==> src/design/assert_macros.svh <==
// Assertion macros used by the top-level design file
`ifndef ASSERT_MACROS_SVH
`define ASSERT_MACROS_SVH

// a implies b in the same cycle
`define ASSERT_SAME(label, a, b) \
    label: assert property (@(posedge i_clk) disable iff (!i_rst_n) (a) |-> (b)) \
        else $error("assertion failed");

// a implies b in the next cycle
`define ASSERT_NEXT(label, a, b) \
    label: assert property (@(posedge i_clk) disable iff (!i_rst_n) (a) |=> (b)) \
        else $error("assertion failed");

`endif

==> src/design/mexp_pkg.sv <==
// Package: word width, types and state codes for the modular exponentiation block
package mexp_pkg;
    localparam int WORD_BITS = 16;
    localparam int CNT_BITS  = $clog2(WORD_BITS);

    typedef logic [WORD_BITS-1:0] t_word;

    typedef struct packed {
        logic  valid;
        t_word a;
        t_word b;
        t_word n;
    } t_chain_in;

    typedef enum logic [4:0] {
        S_IDLE = 5'b00001,
        S_RED  = 5'b00010,
        S_SQR  = 5'b00100,
        S_MUL  = 5'b01000,
        S_DONE = 5'b10000
    } t_state;
endpackage

==> src/design/modular_exponentiation.sv <==
// Modular exponentiation top level: sequencer around a bit-serial multiply chain.
// Raises base to exponent mod the modulus register, square-and-multiply from the
// exponent MSB down. Each modular multiplication runs through a 16-cell chain; the
// base is first reduced through the chain, and a modulus of 0 or 1 gives 0 without
// using the chain. busy is high until the result
// leaves; o_done marks the single result cycle and the receiver cannot stall it.
// Modulus writes are accepted at any time but must only be made while idle.
`include "assert_macros.svh"

module modular_exponentiation (
    input  logic                  i_clk,
    input  logic                  i_rst_n,
    input  logic                  start,
    output logic                  busy,
    input  mexp_pkg::t_word       i_base_value,
    input  mexp_pkg::t_word       i_exponent_value,
    output logic                  o_done,
    output mexp_pkg::t_word       o_power_result,
    input  logic                  i_cfg_valid,
    output logic                  o_cfg_ready,
    input  mexp_pkg::t_word       i_cfg_data
);
    mexp_pkg::t_state    r_state;
    mexp_pkg::t_word     r_modulus;
    mexp_pkg::t_word     r_a;
    mexp_pkg::t_word     r_b;
    mexp_pkg::t_word     r_acc;
    mexp_pkg::t_word     r_base;
    mexp_pkg::t_word     r_exp;
    logic [mexp_pkg::CNT_BITS-1:0] r_bitcnt;
    logic                r_go;
    mexp_pkg::t_chain_in w_ctl;
    logic                w_res_valid;
    mexp_pkg::t_word     w_res;

    assign w_ctl.valid = r_go;
    assign w_ctl.a     = r_a;
    assign w_ctl.b     = r_b;
    assign w_ctl.n     = r_modulus;

    mexp_chain u_chain (
        .i_clk   (i_clk),
        .i_rst_n (i_rst_n),
        .i_ctl   (w_ctl),
        .o_valid (w_res_valid),
        .o_r     (w_res)
    );

    assign busy           = (r_state != mexp_pkg::S_IDLE);
    assign o_done         = (r_state == mexp_pkg::S_DONE);
    assign o_power_result = r_acc;
    assign o_cfg_ready    = 1'b1;

    always_ff @(posedge i_clk) begin
        if (!i_rst_n) begin
            r_state   <= mexp_pkg::S_IDLE;
            r_modulus <= mexp_pkg::WORD_BITS'(1);
            r_go      <= 1'b0;
        end else begin
            r_go <= 1'b0;
            if (i_cfg_valid) begin
                r_modulus <= i_cfg_data;
            end
            case (r_state)
                mexp_pkg::S_IDLE: begin
                    if (start) begin
                        r_exp <= i_exponent_value;
                        if (r_modulus <= mexp_pkg::WORD_BITS'(1)) begin
                            r_acc   <= '0;
                            r_state <= mexp_pkg::S_DONE;
                        end else begin
                            r_a     <= i_base_value;
                            r_b     <= mexp_pkg::WORD_BITS'(1);
                            r_go    <= 1'b1;
                            r_state <= mexp_pkg::S_RED;
                        end
                    end
                end
                mexp_pkg::S_RED: begin
                    if (w_res_valid) begin
                        r_base   <= w_res;
                        r_a      <= mexp_pkg::WORD_BITS'(1);
                        r_b      <= mexp_pkg::WORD_BITS'(1);
                        r_bitcnt <= mexp_pkg::CNT_BITS'(mexp_pkg::WORD_BITS - 1);
                        r_go     <= 1'b1;
                        r_state  <= mexp_pkg::S_SQR;
                    end
                end
                mexp_pkg::S_SQR, mexp_pkg::S_MUL: begin
                    if (w_res_valid) begin
                        r_acc <= w_res;
                        if (r_state == mexp_pkg::S_SQR && r_exp[r_bitcnt]) begin
                            r_a     <= w_res;
                            r_b     <= r_base;
                            r_go    <= 1'b1;
                            r_state <= mexp_pkg::S_MUL;
                        end else if (r_bitcnt == '0) begin
                            r_state <= mexp_pkg::S_DONE;
                        end else begin
                            r_bitcnt <= r_bitcnt - 1'b1;
                            r_a      <= w_res;
                            r_b      <= w_res;
                            r_go     <= 1'b1;
                            r_state  <= mexp_pkg::S_SQR;
                        end
                    end
                end
                mexp_pkg::S_DONE: begin
                    r_state <= mexp_pkg::S_IDLE;
                end
                default: begin
                    r_state <= mexp_pkg::S_IDLE;
                end
            endcase
        end
    end

    `ASSERT_NEXT(a_start_busy, start && !busy, busy)
    `ASSERT_SAME(a_result_range, o_done && r_modulus > mexp_pkg::WORD_BITS'(1),
                 o_power_result < r_modulus)
    `ASSERT_SAME(a_trivial_zero, o_done && r_modulus <= mexp_pkg::WORD_BITS'(1),
                 o_power_result == '0)
    `ASSERT_SAME(a_chain_quiet, w_res_valid, r_state != mexp_pkg::S_IDLE)
endmodule

==> src/design/mexp_cell.sv <==
// One interleaved modular multiply step: r = (2r + bit*b) mod n
module mexp_cell (
    input  logic             i_clk,
    input  logic             i_rst_n,
    input  logic             i_valid,
    input  mexp_pkg::t_word  i_r,
    input  logic             i_bit,
    input  mexp_pkg::t_word  i_b,
    input  mexp_pkg::t_word  i_n,
    output logic             o_valid,
    output mexp_pkg::t_word  o_r
);
    logic [mexp_pkg::WORD_BITS:0] w_dbl;
    logic [mexp_pkg::WORD_BITS:0] w_dbl_red;
    logic [mexp_pkg::WORD_BITS:0] w_sum;
    logic [mexp_pkg::WORD_BITS:0] w_n_ext;
    logic                         r_valid;
    mexp_pkg::t_word              r_r;
    mexp_pkg::t_word              n_r;

    always_comb begin
        w_n_ext   = {1'b0, i_n};
        w_dbl     = {i_r, 1'b0};
        w_dbl_red = (w_dbl >= w_n_ext) ? (w_dbl - w_n_ext) : w_dbl;
        w_sum     = w_dbl_red + (i_bit ? {1'b0, i_b} : '0);
        n_r       = (w_sum >= w_n_ext) ? mexp_pkg::WORD_BITS'(w_sum - w_n_ext)
                                       : mexp_pkg::WORD_BITS'(w_sum);
    end

    always_ff @(posedge i_clk) begin
        if (!i_rst_n) begin
            r_valid <= 1'b0;
        end else begin
            r_valid <= i_valid;
        end
        r_r <= n_r;
    end

    assign o_valid = r_valid;
    assign o_r     = r_r;
endmodule

==> src/design/mexp_chain.sv <==
// Row of multiply cells; a product passes one cell per cycle, MSB of a first
module mexp_chain (
    input  logic                i_clk,
    input  logic                i_rst_n,
    input  mexp_pkg::t_chain_in i_ctl,
    output logic                o_valid,
    output mexp_pkg::t_word     o_r
);
    logic            w_valid [mexp_pkg::WORD_BITS+1];
    mexp_pkg::t_word w_r     [mexp_pkg::WORD_BITS+1];

    assign w_valid[0] = i_ctl.valid;
    assign w_r[0]     = '0;

    for (genvar k = 0; k < mexp_pkg::WORD_BITS; k++) begin : g_cell
        mexp_cell u_cell (
            .i_clk   (i_clk),
            .i_rst_n (i_rst_n),
            .i_valid (w_valid[k]),
            .i_r     (w_r[k]),
            .i_bit   (i_ctl.a[mexp_pkg::WORD_BITS-1-k]),
            .i_b     (i_ctl.b),
            .i_n     (i_ctl.n),
            .o_valid (w_valid[k+1]),
            .o_r     (w_r[k+1])
        );
    end

    assign o_valid = w_valid[mexp_pkg::WORD_BITS];
    assign o_r     = w_r[mexp_pkg::WORD_BITS];
endmodule

==> config.mk <==
export PLATFORM = sky130hd
export DESIGN_NAME = modular_exponentiation
export DESIGN_NICKNAME = d
export VERILOG_FILES = /design/src/design/mexp_pkg.sv /design/src/design/modular_exponentiation.sv /design/src/design/mexp_cell.sv /design/src/design/mexp_chain.sv
export VERILOG_INCLUDE_DIRS = /design/src /design/src/design
export SDC_FILE = /design/constraint.sdc
export NUM_CORES = 2
export LEC_CHECK = 0
export BUFFER_PORTS_ARGS = -buffer_cell sky130_fd_sc_hd__buf_2
export CORE_ASPECT_RATIO = 2
export CORE_UTILIZATION = 50
export DETAILED_ROUTE_END_ITERATION = 16
export PLACE_DENSITY_LB_ADDON = 0.1
export SYNTH_ARGS = -nofsm -noshare
export SYNTH_HDL_FRONTEND = slang
export SYNTH_SLANG_ARGS = --single-unit
==> constraint.sdc <==
create_clock -name i_clk -period 8.5 [get_ports i_clk]
set_input_delay 0 -clock i_clk [delete_from_list [all_inputs] [get_ports i_clk]]
set_output_delay 0 -clock i_clk [all_outputs]
set_load 0.03 [all_outputs]
==> impl_metrics.yaml <==
run_status:
  status: "finished clean"
setup_path:
  slowest_stage: "and3b_1"
  critPathArrivalTime_ns: 8.29
  cp.required_ns: 9.00
  max_stage_delay_ns: 0.68
  cp_common_cell: "ha_1"
  r2r_slack_ns: 0.70
  cp_num_buf_inv: 3
  r2r-start: "r_modulus[1]$_SDFFE_PN0P_"
  path_class: "reg -> reg"
  cp-start-kind: "register"
  rr_endpoint: "u_chain.g_cell[8].u_cell.o_r[2]$_DFF_P_"
  cp_top_family: "compound AO/OA/AOI/OAI gates"
  crit_fanout: 27
  endpoint_kind: "register"
  reg2reg_depth: 28
timing:
  max_slew_margin_pct: 22.0
  rsz0062_at_grt: "no"
  final-max-slew-violation-count: 0
  finalSetupViolCount: 0
  tns_ns: 0
  fin_crit_sh_pct: 91.7
  hold_violations: 0
  fmax_ghz: 0.128
  worst_pin_slew_ns: 1.16
  fin_skew_ns: 0.0379
  fin_crit_ns: 7.80
detailed_routing:
  wire_per_inst_um: 21.6
  first_pass_iters: 6
  ant_nets: 0
  vias_per_cell: 6.08
  drc: 0
  drt_iter0_drc: 2295
  dr_total_vias: 46300
  routed_wl_um: 165000
min_path:
  worstHoldPathType: "in -> reg"
  hold_depth: 2
  min_to: "r_exp[12]$_DFFE_PP_"
  hold_path.startpoint: "i_exponent_value[12]"
yosys:
  synth_commonest_cells: "771 x ha_1, 553 x a21oi_1, 423 x xnor2_1, 394 x nand2_1, 392 x nor2_1"
  yosys.area.top_type_share_pct: 19.1
  synthesis.nets: 6949
  synth_edf_count: 84
  synth_ff_type: "dfxtp_1"
  async_reset_ff_share_pct: 0
  yosysWarnings: 0
  ys_seq_area_share_pct: 16.7
  netlist_area_um2: 50400
  synth.distinct_cells: 107
  yosys_register_bits: 378
  syn_area_per_cell_um2: 8.29
  syn_inst: 6079
  yosysTopAreaCell: "ha_1"
  synth.most_common_cell: "ha_1"
  netlist_top_cells_area: "ha_1 19%, dfxtp_1 12%, xnor2_1 7.4%"
grt:
  antenna_found_initial: 13
  grt_usage_pct: 31.9
  grt_pass1_vias: 46600
  grt_pass1_wl_um: 252000
  grt_max_degree: 42
  grt-ovfl-total: 0
cts:
  numCtsBuffers: 41
  path_clk_slew_ns: 0.07
  h-tree-depth: 2
  cts_tree: "done"
  insertion_delay_ns: 0.64
  cts_setup_buffers: 0
  cts.sinks: 378
  cts_root_buf: "clkbuf_16"
  clockBufferDepth: 3
flow_run:
  cap_viol_max_count: 0
placement:
  dp_hpwl_um: 127000
  gp_congestion: 0.962
  portBuffers: 69
die:
  fp.dieH_um: 451
  rows: 164
  coreArea_um2: 99900
  fp.dieW_um: 226
  dieArea_um2: 102000
  io_pins: 71
  start_util_pct: 50.4
layout:
  syn_to_final_growth_pct: 9.03
  drive_gt1_share_pct: 10.2
  layout.nets: 7113
  fin_util_pct: 55.0
## how the worst max path moves through the flow
stage	from	to	slack (ns)	cells past startpoint
after floorplan	r_modulus[1]$_SDFFE_PN0P_	u_chain.g_cell[9].u_cell.o_r[7]$_DFF_P_	0.36	30
after global placement	r_modulus[4]$_SDFFE_PN0P_	u_chain.g_cell[11].u_cell.o_r[1]$_DFF_P_	0.97	24
after detailed placement	r_modulus[1]$_SDFFE_PN0P_	u_chain.g_cell[8].u_cell.o_r[9]$_DFF_P_	0.85	28
after CTS	r_modulus[1]$_SDFFE_PN0P_	u_chain.g_cell[8].u_cell.o_r[2]$_DFF_P_	0.82	28
after global routing	r_modulus[4]$_SDFFE_PN0P_	u_chain.g_cell[11].u_cell.o_r[5]$_DFF_P_	0.20	25
final	r_modulus[1]$_SDFFE_PN0P_	u_chain.g_cell[8].u_cell.o_r[2]$_DFF_P_	0.70	28
## per-layer routing
layer | routed length, um | vias to the layer above | track usage (%)
met5 | 10 | - | 0
met4 | 12200 | 2 | 21.4
met3 | 6280 | 476 | 2.75
met2 | 84500 | 1170 | 59.4
met1 | 61700 | 22100 | 33.6
li1 | - | 22600 | -
## state kept, by name (all words and copies together) (netlist names), 5 cells and up
register and cells:
u_chain.g_cell.u_cell.o_r 256, r_base 16, r_exp 16, o_power_result 16, u_chain.g_cell.u_cell.o_valid 16, r_b 16, r_state 5, r_a 16
r_modulus 16
## layout make-up
type,count,area [um2]
fillers,9498,45000
multi-input cells,5309,40400
flip-flops and latches,378,8410
repair buffers,243,1920
well taps,1328,1660
clock buffers,50,1140
inverters,270,1020
clock inverters,24,323
diodes,9,22.5
## kinds of logic after synthesis
kind of cell | Yosys count | share of synthesized area, %
adders and majority gates | 818 | 21.0
DFF | 378 | 16.7
xor gates and xnor gates | 602 | 10.5
muxes | 342 | 7.87
and+or+nand+nor | 1774 | 17.8
other | 1 | 0.00744
buffers and inverters | 392 | 3.14
AOI/OAI and AO/OA | 1772 | 22.9
## layout by cell type, fill, tap and decap left out, types with 44 or more instances in the layout
cell           count
nand2_1          394
edfxtp_1          84
buf_2             69
xor2_1           178
and3_1            52
o21a_1            95
a21o_1           256
o21bai_1          69
mux2_2           258
o21ai_0          319
dfxtp_1          293
dlygate4sd3_1     83
nor2b_1           96
clkbuf_16         44
and2_1           303
nor3_1           116
nand3_1          103
buf_4             86
nand2b_1          82
xnor2_1          423
a31oi_1           62
a211oi_1          52
ha_1             771
nor2_1           391
nand4_1           68
inv_1            253
a21oi_1          551
fa_1              47
## through the flow
stage / hold slack, ns / cells / worst slack, ns / area, um2
floorplan: 0.0989 / 6079 / 0.363 / 50400
global placement: 0.177 / 7445 / 0.970 / 52600
detailed placement: 0.178 / 7445 / 0.853 / 52600
CTS: 0.0432 / 7602 / 0.820 / 54900
global route: 0.0695 / 7603 / 0.201 / 54900
finish: 0.0765 / 7611 / 0.704 / 54900
## repair_timing
| action | in CTS | in global routing |
|---|---|---|
| hold endpoints to repair | 70 | 0 |
| hold buffers | 83 | 0 |
| resized for setup | 0 | 0 |
Power is not shown: default switching activity piles up to over one toggle a cycle in this logic, so the estimate is an artifact.
